`config.mk`:
```
export PLATFORM = sky130hd
export DESIGN_NAME = nlms_adaptive_fir
export DESIGN_NICKNAME = d
export VERILOG_FILES = /design/src/rtl/nlms_pkg.sv /design/src/rtl/nlms_mac.sv /design/src/rtl/nlms_div.sv /design/src/rtl/nlms_adaptive_fir.sv
export SDC_FILE = /design/constraint.sdc
export NUM_CORES = 2
export LEC_CHECK = 0
export BUFFER_PORTS_ARGS = -buffer_cell sky130_fd_sc_hd__buf_4
export CAP_MARGIN = 40
export CORE_MARGIN = 3
export CORE_UTILIZATION = 60
export DETAILED_ROUTE_END_ITERATION = 8
export HOLD_SLACK_MARGIN = 0.15
export PLACE_DENSITY_LB_ADDON = 0.2
export SLEW_MARGIN = 0
export SYNTH_ARGS = -nofsm -noshare
export SYNTH_HDL_FRONTEND = slang
export SYNTH_SLANG_ARGS = --single-unit
```
`constraint.sdc`:
```
create_clock -name clk -period 12 [get_ports clk]
set_input_delay 3 -clock clk [delete_from_list [all_inputs] [get_ports clk]]
set_output_delay 3 -clock clk [all_outputs]
set_load 0.05 [all_outputs]
```
`src/rtl/nlms_pkg.sv`:
```
// Shared types, constants and saturation helpers of the NLMS adaptive filter.
`timescale 1ns / 1ps
package nlms_pkg;

  localparam int TAPS_DEFAULT = 32;

  // Divider sizing: divisor is regularization plus a norm of up to 256 taps.
  localparam int DIV_W = 40;
  localparam int NUM_W = 62;
  localparam int Q_W   = 41;
  localparam logic [Q_W-1:0] MAG_MAX = Q_W'(1) << (Q_W - 1);

  localparam logic [15:0] STEP_RESET = 16'd3277;
  localparam logic [31:0] REG_RESET  = 32'd1024;

  // Configuration register indexes.
  localparam logic [1:0] CFG_STEP_SIZE  = 2'd0;
  localparam logic [1:0] CFG_REGULARIZE = 2'd1;
  localparam logic [1:0] CFG_ERROR_MODE = 2'd2;

  // Accumulator operations.
  localparam logic [1:0] ACC_HOLD = 2'd0;
  localparam logic [1:0] ACC_INIT = 2'd1;
  localparam logic [1:0] ACC_ADD  = 2'd2;

  typedef struct packed {
    logic signed [15:0] sample;
    logic signed [15:0] reference;
  } item_t;

  typedef struct packed {
    logic signed [15:0] estimate;
    logic signed [15:0] error_value;
  } result_t;

  typedef struct packed {
    logic       mul_en;
    logic [1:0] acc_op;
  } mac_ctl_t;

  function automatic logic signed [15:0] sat16(input logic signed [63:0] v);
    if (v > 64'sd32767) begin
      return 16'sh7fff;
    end else if (v < -64'sd32768) begin
      return 16'sh8000;
    end
    return v[15:0];
  endfunction

  function automatic logic signed [31:0] sat32(input logic signed [63:0] v);
    if (v > 64'sd2147483647) begin
      return 32'sh7fffffff;
    end else if (v < -64'sd2147483648) begin
      return 32'sh80000000;
    end
    return v[31:0];
  endfunction

endpackage

```
`src/rtl/nlms_mac.sv`:
```
// Shared multiplier with registered product and a 64-bit accumulator.
`timescale 1ns / 1ps
module nlms_mac (
  input  logic                clk,
  input  nlms_pkg::mac_ctl_t  ctl,
  input  logic signed [32:0]  a,
  input  logic signed [16:0]  b,
  input  logic signed [63:0]  acc_init,
  output logic signed [49:0]  prod,
  output logic signed [63:0]  acc
);

  always_ff @(posedge clk) begin
    if (ctl.mul_en) begin
      prod <= a * b;
    end
    case (ctl.acc_op)
      nlms_pkg::ACC_INIT: acc <= acc_init;
      nlms_pkg::ACC_ADD:  acc <= acc + {{14{prod[49]}}, prod};
      default:            acc <= acc;
    endcase
  end

endmodule

```
`src/rtl/nlms_div.sv`:
```
// Bit-serial restoring divider with rounding-free quotient clamp for weight deltas.
`timescale 1ns / 1ps
module nlms_div (
  input  logic                          clk,
  input  logic                          rst,
  input  logic                          start,
  input  logic [nlms_pkg::NUM_W-1:0]    dividend,
  input  logic [nlms_pkg::DIV_W-1:0]    divisor,
  output logic                          done,
  output logic [nlms_pkg::Q_W-1:0]      mag
);

  logic                         run;
  logic                         ovf;
  logic [5:0]                   cnt;
  logic [nlms_pkg::DIV_W-1:0]   rem;
  logic [nlms_pkg::Q_W-1:0]     quo;
  logic [nlms_pkg::DIV_W-1:0]   hi;
  logic [nlms_pkg::DIV_W:0]     trial;
  logic                         ge;

  // A quotient of 2^Q_W or more is clamped anyway, so its upper part is only tested.
  assign hi    = nlms_pkg::DIV_W'(dividend[nlms_pkg::NUM_W-1:nlms_pkg::Q_W]);
  assign trial = {rem, quo[nlms_pkg::Q_W-1]};
  assign ge    = trial >= {1'b0, divisor};

  always_ff @(posedge clk) begin
    if (rst) begin
      run  <= 1'b0;
      done <= 1'b0;
      cnt  <= '0;
    end else if (start) begin
      if (hi >= divisor) begin
        run  <= 1'b0;
        done <= 1'b1;
      end else begin
        run  <= 1'b1;
        done <= 1'b0;
        cnt  <= 6'(nlms_pkg::Q_W);
      end
    end else if (run) begin
      cnt <= cnt - 6'd1;
      if (cnt == 6'd1) begin
        run  <= 1'b0;
        done <= 1'b1;
      end
    end else begin
      done <= 1'b0;
    end
  end

  always_ff @(posedge clk) begin
    if (start) begin
      ovf <= hi >= divisor;
      rem <= hi;
      quo <= dividend[nlms_pkg::Q_W-1:0];
    end else if (run) begin
      rem <= ge ? nlms_pkg::DIV_W'(trial - {1'b0, divisor}) : trial[nlms_pkg::DIV_W-1:0];
      quo <= {quo[nlms_pkg::Q_W-2:0], ge};
    end
  end

  assign mag = (ovf || quo > nlms_pkg::MAG_MAX) ? nlms_pkg::MAG_MAX : quo;

endmodule

```
`src/rtl/nlms_adaptive_fir.sv`:
```
// Top level of the normalized LMS adaptive FIR filter with its sequencer and memories.
`timescale 1ns / 1ps
// Usage:
// An input transfer on item (valid/ready) brings a Q1.15 sample and a reference.
// Each item yields exactly one result transfer on result (valid/ready) with the
// saturated estimate and the error used to adapt the weights.
// Configuration writes go over cfg (valid/ready, index and data); cfg_ready is
// always high, and writes are meant to happen only while the filter is idle.
// The bulk of each item is the weight update: every tap runs one bit-serial
// division of 41 quotient bits, cut short when the quotient is known to clamp,
// besides a pass over the taps each for the dot product and the squared norm,
// all through a single shared multiplier. If the divisor is zero the update
// is skipped and only the filtering and the norm are done for the item.
// item_ready is high only in the idle state; the filter works on one item at a time.
// After reset the delay line and weights are cleared in a pass over all taps,
// during which no item is taken. A finished result waits in an output register;
// if the receiver stalls, the next item is still accepted and processed, and the
// filter holds before loading its own result until the register is free.
module nlms_adaptive_fir #(
  parameter int TAPS = nlms_pkg::TAPS_DEFAULT
) (
  input  logic              clk,
  input  logic              rst,
  input  logic              item_valid,
  output logic              item_ready,
  input  nlms_pkg::item_t   item,
  output logic              result_valid,
  input  logic              result_ready,
  output nlms_pkg::result_t result,
  input  logic              cfg_valid,
  output logic              cfg_ready,
  input  logic [1:0]        cfg_index,
  input  logic [31:0]       cfg_data
);

  localparam int AW = (TAPS > 1) ? $clog2(TAPS) : 1;
  localparam logic [AW-1:0] LAST = AW'(TAPS - 1);

  localparam logic [3:0] S_CLEAR = 4'd0;
  localparam logic [3:0] S_IDLE  = 4'd1;
  localparam logic [3:0] S_STORE = 4'd2;
  localparam logic [3:0] S_FILT  = 4'd3;
  localparam logic [3:0] S_ROUND = 4'd4;
  localparam logic [3:0] S_ERR   = 4'd5;
  localparam logic [3:0] S_NORM  = 4'd6;
  localparam logic [3:0] S_NCHK  = 4'd7;
  localparam logic [3:0] S_COEF  = 4'd8;
  localparam logic [3:0] S_ADAPT = 4'd9;
  localparam logic [3:0] S_DIV   = 4'd10;
  localparam logic [3:0] S_WB    = 4'd11;
  localparam logic [3:0] S_DONE  = 4'd12;

  // Configuration registers.
  logic [15:0] step_size;
  logic [31:0] regularization;
  logic        error_input_mode;

  // Sequencer state.
  logic [3:0]    state;
  logic [1:0]    ph;
  logic [AW-1:0] k;
  logic [AW-1:0] slot;
  logic [AW-1:0] wpos;
  logic          mode;

  // Per-item working registers.
  logic signed [15:0]          sample_r;
  logic signed [15:0]          ref_r;
  logic signed [15:0]          err;
  logic signed [35:0]          est_full;
  logic [nlms_pkg::DIV_W-1:0]  dsum;
  logic [31:0]                 coef;
  logic                        neg;

  // Memories and their registered read data.
  logic signed [15:0] x_mem [TAPS];
  logic signed [31:0] w_mem [TAPS];
  logic signed [15:0] x_q;
  logic signed [31:0] w_q;
  logic               x_we;
  logic [AW-1:0]      x_waddr;
  logic signed [15:0] x_wdata;
  logic [AW-1:0]      x_addr;
  logic               w_we;
  logic signed [31:0] w_wdata;

  // Shared arithmetic.
  nlms_pkg::mac_ctl_t          mac_ctl;
  logic signed [32:0]          mul_a;
  logic signed [16:0]          mul_b;
  logic signed [63:0]          acc_init;
  logic signed [49:0]          prod;
  logic signed [63:0]          acc;
  logic                        div_start;
  logic                        div_done;
  logic [nlms_pkg::Q_W-1:0]    div_mag;
  logic [nlms_pkg::NUM_W-1:0]  dividend;

  logic [AW-1:0]      slot_start;
  logic [AW-1:0]      slot_dec;
  logic [AW-1:0]      wpos_inc;
  logic [15:0]        abs_x;
  logic [15:0]        abs_err;
  logic signed [63:0] acc_rnd;
  logic signed [63:0] err_diff;
  logic signed [42:0] delta;
  logic signed [42:0] w_sum;
  logic signed [31:0] w_new;

  // The newest sample sits just below the write position; older ones go downward.
  assign slot_start = (wpos == '0) ? LAST : wpos - AW'(1);
  assign slot_dec   = (slot == '0) ? LAST : slot - AW'(1);
  assign wpos_inc   = (wpos == LAST) ? '0 : wpos + AW'(1);

  assign abs_x   = x_q[15] ? 16'(-x_q) : x_q;
  assign abs_err = err[15] ? 16'(-err) : err;

  // Rounding half up and a 28-bit arithmetic shift is floor((acc + 2^27) / 2^28).
  assign acc_rnd  = acc + 64'sd134217728;
  assign err_diff = {{48{ref_r[15]}}, ref_r} - {{28{est_full[35]}}, est_full};

  assign delta = neg ? -43'(div_mag) : 43'(div_mag);
  assign w_sum = {{11{w_q[31]}}, w_q} + delta;
  assign w_new = nlms_pkg::sat32({{21{w_sum[42]}}, w_sum});

  // Numerator mu * |e| * |x| * 2^13 plus half the divisor for rounding to nearest.
  assign dividend = nlms_pkg::NUM_W'({prod[47:0], 13'd0})
                  + nlms_pkg::NUM_W'(dsum >> 1);

  assign item_ready = (state == S_IDLE);
  assign cfg_ready  = 1'b1;

  // Memory ports.
  assign x_we    = (state == S_CLEAR) || (state == S_STORE);
  assign x_waddr = (state == S_CLEAR) ? k : wpos;
  assign x_wdata = (state == S_CLEAR) ? 16'sd0 : sample_r;
  assign x_addr  = (state == S_NORM) ? k : slot;
  assign w_we    = (state == S_CLEAR) || (state == S_WB);
  assign w_wdata = (state == S_CLEAR) ? 32'sd0 : w_new;

  always_ff @(posedge clk) begin
    if (x_we) begin
      x_mem[x_waddr] <= x_wdata;
    end
    x_q <= x_mem[x_addr];
  end

  always_ff @(posedge clk) begin
    if (w_we) begin
      w_mem[k] <= w_wdata;
    end
    w_q <= w_mem[k];
  end

  // Operand selection for the shared multiplier.
  always_comb begin
    mul_a    = '0;
    mul_b    = '0;
    acc_init = '0;
    case (state)
      S_FILT: begin
        mul_a = {w_q[31], w_q};
        mul_b = {x_q[15], x_q};
      end
      S_NORM: begin
        mul_a    = 33'(x_q);
        mul_b    = {x_q[15], x_q};
        acc_init = {32'd0, regularization};
      end
      S_COEF: begin
        mul_a = {17'd0, step_size};
        mul_b = {1'b0, abs_err};
      end
      S_ADAPT: begin
        mul_a = {1'b0, coef};
        mul_b = {1'b0, abs_x};
      end
      default: begin
        mul_a = '0;
      end
    endcase
  end

  always_comb begin
    mac_ctl.mul_en = ((state == S_FILT || state == S_NORM || state == S_ADAPT) && ph == 2'd1)
                   || (state == S_COEF && ph == 2'd0);
    if ((state == S_FILT || state == S_NORM) && ph == 2'd3) begin
      mac_ctl.acc_op = nlms_pkg::ACC_INIT;
    end else if ((state == S_FILT || state == S_NORM) && ph == 2'd2) begin
      mac_ctl.acc_op = nlms_pkg::ACC_ADD;
    end else begin
      mac_ctl.acc_op = nlms_pkg::ACC_HOLD;
    end
  end

  assign div_start = (state == S_ADAPT) && (ph == 2'd2);

  nlms_mac u_mac (
    .clk      (clk),
    .ctl      (mac_ctl),
    .a        (mul_a),
    .b        (mul_b),
    .acc_init (acc_init),
    .prod     (prod),
    .acc      (acc)
  );

  nlms_div u_div (
    .clk      (clk),
    .rst      (rst),
    .start    (div_start),
    .dividend (dividend),
    .divisor  (dsum),
    .done     (div_done),
    .mag      (div_mag)
  );

  // Configuration registers.
  always_ff @(posedge clk) begin
    if (rst) begin
      step_size        <= nlms_pkg::STEP_RESET;
      regularization   <= nlms_pkg::REG_RESET;
      error_input_mode <= 1'b0;
    end else if (cfg_valid) begin
      case (cfg_index)
        nlms_pkg::CFG_STEP_SIZE:  step_size        <= cfg_data[15:0];
        nlms_pkg::CFG_REGULARIZE: regularization   <= cfg_data;
        nlms_pkg::CFG_ERROR_MODE: error_input_mode <= cfg_data[0];
        default:                  step_size        <= step_size;
      endcase
    end
  end

  // Sequencer.
  always_ff @(posedge clk) begin
    if (rst) begin
      state        <= S_CLEAR;
      ph           <= 2'd0;
      k            <= '0;
      slot         <= '0;
      wpos         <= '0;
      mode         <= 1'b0;
      result_valid <= 1'b0;
    end else begin
      // In the done state the result register is loaded below instead.
      if (result_valid && result_ready && state != S_DONE) begin
        result_valid <= 1'b0;
      end
      case (state)
        S_CLEAR: begin
          if (k == LAST) begin
            k     <= '0;
            state <= S_IDLE;
          end else begin
            k <= k + AW'(1);
          end
        end
        S_IDLE: begin
          if (item_valid) begin
            sample_r <= item.sample;
            ref_r    <= item.reference;
            mode     <= error_input_mode;
            if (error_input_mode) begin
              err   <= item.reference;
              ph    <= 2'd3;
              state <= S_NORM;
            end else begin
              state <= S_STORE;
            end
          end
        end
        S_STORE: begin
          wpos  <= wpos_inc;
          ph    <= 2'd3;
          state <= S_FILT;
        end
        S_FILT, S_NORM: begin
          case (ph)
            2'd3: begin
              k    <= '0;
              slot <= slot_start;
              ph   <= 2'd0;
            end
            2'd0: ph <= 2'd1;
            2'd1: ph <= 2'd2;
            default: begin
              k    <= k + AW'(1);
              slot <= slot_dec;
              ph   <= 2'd0;
              if (k == LAST) begin
                state <= (state == S_FILT) ? S_ROUND : S_NCHK;
              end
            end
          endcase
        end
        S_ROUND: begin
          est_full <= acc_rnd[63:28];
          state    <= mode ? S_DONE : S_ERR;
        end
        S_ERR: begin
          err   <= nlms_pkg::sat16(err_diff);
          ph    <= 2'd3;
          state <= S_NORM;
        end
        S_NCHK: begin
          dsum <= acc[nlms_pkg::DIV_W-1:0];
          ph   <= 2'd0;
          if (acc == 64'sd0) begin
            state <= mode ? S_STORE : S_DONE;
          end else begin
            state <= S_COEF;
          end
        end
        S_COEF: begin
          if (ph == 2'd0) begin
            ph <= 2'd1;
          end else begin
            coef  <= prod[31:0];
            k     <= '0;
            slot  <= slot_start;
            ph    <= 2'd0;
            state <= S_ADAPT;
          end
        end
        S_ADAPT: begin
          case (ph)
            2'd0: ph <= 2'd1;
            2'd1: begin
              neg <= err[15] ^ x_q[15];
              ph  <= 2'd2;
            end
            default: begin
              ph    <= 2'd0;
              state <= S_DIV;
            end
          endcase
        end
        S_DIV: begin
          if (div_done) begin
            state <= S_WB;
          end
        end
        S_WB: begin
          k    <= k + AW'(1);
          slot <= slot_dec;
          if (k == LAST) begin
            state <= mode ? S_STORE : S_DONE;
          end else begin
            state <= S_ADAPT;
          end
        end
        S_DONE: begin
          if (!result_valid || result_ready) begin
            result.estimate    <= nlms_pkg::sat16({{28{est_full[35]}}, est_full});
            result.error_value <= err;
            result_valid       <= 1'b1;
            state              <= S_IDLE;
          end
        end
        default: state <= S_IDLE;
      endcase
    end
  end

  // The divider only finishes while the sequencer waits for it.
  assert property (@(posedge clk) disable iff (rst) div_done |-> state == S_DIV)
    else $error("divider finished outside of the wait state");

  // The write position always stays inside the delay line.
  assert property (@(posedge clk) disable iff (rst) wpos <= LAST)
    else $error("write position out of range");

  // An accepted item always starts work at once.
  assert property (@(posedge clk) disable iff (rst)
    item_valid && item_ready |=> state == S_STORE || state == S_NORM)
    else $error("accepted item did not start processing");

  // A result is only loaded when the output register is free.
  assert property (@(posedge clk) disable iff (rst)
    state == S_DONE && result_valid && !result_ready |=> state == S_DONE)
    else $error("result overwritten while the receiver stalls");

endmodule
```
==> impl_metrics.py <==
metrics = {
    "global_route": {
        "antenna_found_initial": 14,
        "grt.total_usage": 0.3564,
        "grt_pass1_wl_um": 495500,
        "grt_max_degree": 129,
        "grt_pass1_vias": 73720,
        "grt_overflow": 0,
    },
    "place": {
        "port_buffers": 104,
        "gp_congestion": 1.034,
        "post-dp-hpwl_um": 226500,
        "pre_cts_ws_ns": 1.603,
        "placed_cell_area_um2": 116600,
    },
    "clocking": {
        "cts.sinks": 2049,
        "cts_tree": "yes",
        "postCtsResizedCells": 0,
        "numCtsBuffers": 200,
        "h-tree-depth": 4,
        "clk_latency_ns": 0.87,
        "cts_hold_buf": 0,
        "clockRootBuffer": "clkbuf_16",
        "clk_pin_slew_worst_paths_ns": 0.07,
        "clockBufferDepth": 3,
        "cts_setup_buffers": 0,
    },
    "logic_synthesis": {
        "synth_area_um2": 111000,
        "yosysMostFrequentCell": "edfxtp_1",
        "ys_seq_area_frac": 0.5410,
        "synthCells": 8527,
        "synth_top_area_frac": 0.5145,
        "synth_area_leaders": "edfxtp_1 (51%), fa_1 (9.8%), mux4_2 (7.8%)",
        "synth-seq-cells": 2049,
        "syn-num-nets": 9510,
        "async_reset_ff_frac": 0,
        "synth_warnings": 0,
        "ys_top_cells_by_count": "edfxtp_1 (1902), nand2_1 (868), inv_1 (740)",
        "ys.flop_type": "edfxtp_1",
        "synth_edf_count": 1902,
        "avgSynthCellArea_um2": 13.02,
        "synth_cell_types": 92,
        "synth_top_area_cell": "edfxtp_1",
    },
    "setup_path": {
        "r2r-end": "u_mac.prod[49]$_DFFE_PP_",
        "reg2reg_depth": 30,
        "cp.required_ns": 12.58,
        "cp.arrival_ns": 11.21,
        "critical_path.endpoint_type": "flop",
        "crit_type": "flop to flop",
        "worstSetupStartpointType": "flop",
        "timing.critical_path.mode_cell": "fa_1",
        "r2r-start": "state[2]$_SDFFE_PP0P_",
        "path_max_fanout": 35,
        "cp_slowest_stage_delay_ns": 0.85,
        "critical_path.slowest_cell": "dfxtp_1",
        "reg2reg_slack_ns": 1.38,
    },
    "cells_and_area": {
        "drive_gt1_frac": 0.1408,
        "final_util": 0.6728,
        "fillCellCount": 12910,
        "layout.nets": 9689,
        "design_area_um2": 123400,
        "area.growth.synth_to_final_pct": 11.20,
    },
    "min_path": {
        "whs_endpoint": "regularization[15]$_SDFFE_PP0P_",
        "hold_start": "regularization[15]$_SDFFE_PP0P_",
        "min_path_cells": 2,
        "holdCritPathClass": "flop to flop",
    },
    "floorplanning": {
        "floorplan.initialDensity": 0.6050,
        "die_w_um": 436.1,
        "num_rows": 157,
        "core_um2": 183500,
        "dieArea_um2": 190200,
        "pin_count": 106,
        "dieHeight_um": 436.1,
    },
    "routing": {
        "avgViaCountPerCell": 6.525,
        "drt_pre_antenna_iters": 8,
        "drt_iter0_drc": 8788,
        "final_antenna_net_count": 0,
        "drcViolationCount": 0,
        "post_drt_wl_per_cell_um": 29.78,
        "drt_wl_total_um": 337900,
        "vias": 74030,
    },
    "sta": {
        "fin_crit_ns": 10.62,
        "slew_headroom": 0.2576,
        "tightestPinTransition_ns": 1.114,
        "setup_slack_ns": 1.376,
        "clock_skew_ns": 0.09004,
        "max_freq_mhz": 94.13,
        "tns_ns": 0,
        "slew_violations": 0,
        "hold_violations": 0,
        "grt_setup_unrepaired": "false",
        "finalCritPeriodShare": 0.8853,
        "setup_viol": 0,
    },
    "job": {
        "drv_cap": 0,
    },
    "pwr": {
        "peakVddDrop_mv": 0.1628,
        "powerDensity_nw_per_um2": 196.6,
        "p_leak_nw": 46.89,
        "power_mw": 24.26,
    },
    "outcome": {
        "outcome": "finished clean",
    },
}
## routing by layer
metal / wire (um) / share of wire / vias to the layer above / GRT usage
met2: 158800 / 0.47 / 4441 / 0.5629
met5: 51 / 0.00015 / - / 0
met4: 23200 / 0.069 / 10 / 0.2036
met3: 34240 / 0.10 / 953 / 0.07480
li1: - / - / 31430 / -
met1: 121600 / 0.36 / 37200 / 0.4629
## report_power, final
group / internal [mW] / switching (mW)
Combinational: 2.61 / 5.03
Sequential: 9.45 / 0.678
Clock: 3.67 / 2.82
Total: 15.7 / 8.52
## flip-flops by register name, summed over array words and instances, names as in the netlist, 36 cells and up
name        count
w_mem        1024
x_mem         512
u_div.rem      40
u_mac.acc      64
u_mac.prod     50
est_full       36
dsum           40
u_div.quo      41
## how the worst max path moves through the flow
stage | slack (ns) | endpoint | from
2_1_floorplan | 2.71 | u_mac.prod[38]$_DFFE_PP_ | x_q[0]$_DFF_P_
3_3_place_gp | 1.61 | u_mac.prod[38]$_DFFE_PP_ | state[2]$_SDFFE_PP0P_
3_5_place_dp | 1.60 | u_mac.prod[38]$_DFFE_PP_ | x_q[0]$_DFF_P_
4_1_cts | 1.52 | u_mac.prod[49]$_DFFE_PP_ | state[2]$_SDFFE_PP0P_
5_1_grt | 0.93 | u_mac.prod[49]$_DFFE_PP_ | state[2]$_SDFFE_PP0P_
6_report | 1.38 | u_mac.prod[49]$_DFFE_PP_ | state[2]$_SDFFE_PP0P_
## cell type report
class,count,area (um2),area share
clock buffers,246,5248,0.04251
inverters,744,2793,0.02262
flip-flops and latches,2049,60070,0.4866
well taps,2464,3083,0.02498
diodes,4,10.01,0.00008109
multi-input cells,5364,47520,0.3850
repair buffers,347,3192,0.02586
clock inverters,128,1529,0.01239
## cell usage in the layout (no fill, tap or decap), drive strengths merged, types with 26 or more instances in the layout
master	instances
clkbuf	247
and2	33
nor4	56
a21o	150
nor3	69
xor2	147
buf	346
o21bai	26
a22oi	134
inv	749
ha	371
clkinv	90
nor2	700
xnor2	191
a21oi	382
or3	33
nand4	97
nand3	178
mux4	384
nor2b	65
nand2b	54
nand2	868
or2	40
edfxtp	1902
o21a	42
and3	48
a31oi	47
dfxtp	147
and4	28
fa	541
o21ai	300
o31ai	31
a211oi	34
o211ai	35
## worst max-delay path, delay by kind of cell, from the launching register on
| kind | cells | cell delay [ns] |
|---|---|---|
| AOI/OAI and AO/OA | 11 | 3.91 |
| xor gates and xnor gates | 1 | 0.14 |
| adders and majority gates | 7 | 3.41 |
| buffers and inverters | 6 | 0.84 |
| DFF | 1 | 0.85 |
| and+or+nand+nor | 5 | 1.13 |
## metrics by stage
step           hold WS [ns]  cells
2_1_floorplan        0.4360   8527
3_3_place_gp         0.4461  10900
3_5_place_dp         0.4527  10970
4_1_cts              0.4622  11340
5_1_grt              0.4870  11350
6_report             0.4618  11350
## cell families after synthesis
kind of cell	synth area share
AO/OA/AOI/OAI	0.08102
other	0.00003378
AND/OR/NAND/NOR	0.09355
flip-flops	0.5410
adder cells (fa/ha/maj)	0.1394
buffers and inverters	0.03785
XOR/XNOR	0.02674
multiplexers	0.08041
No activity file was read; power rests on OpenSTA's default activity.
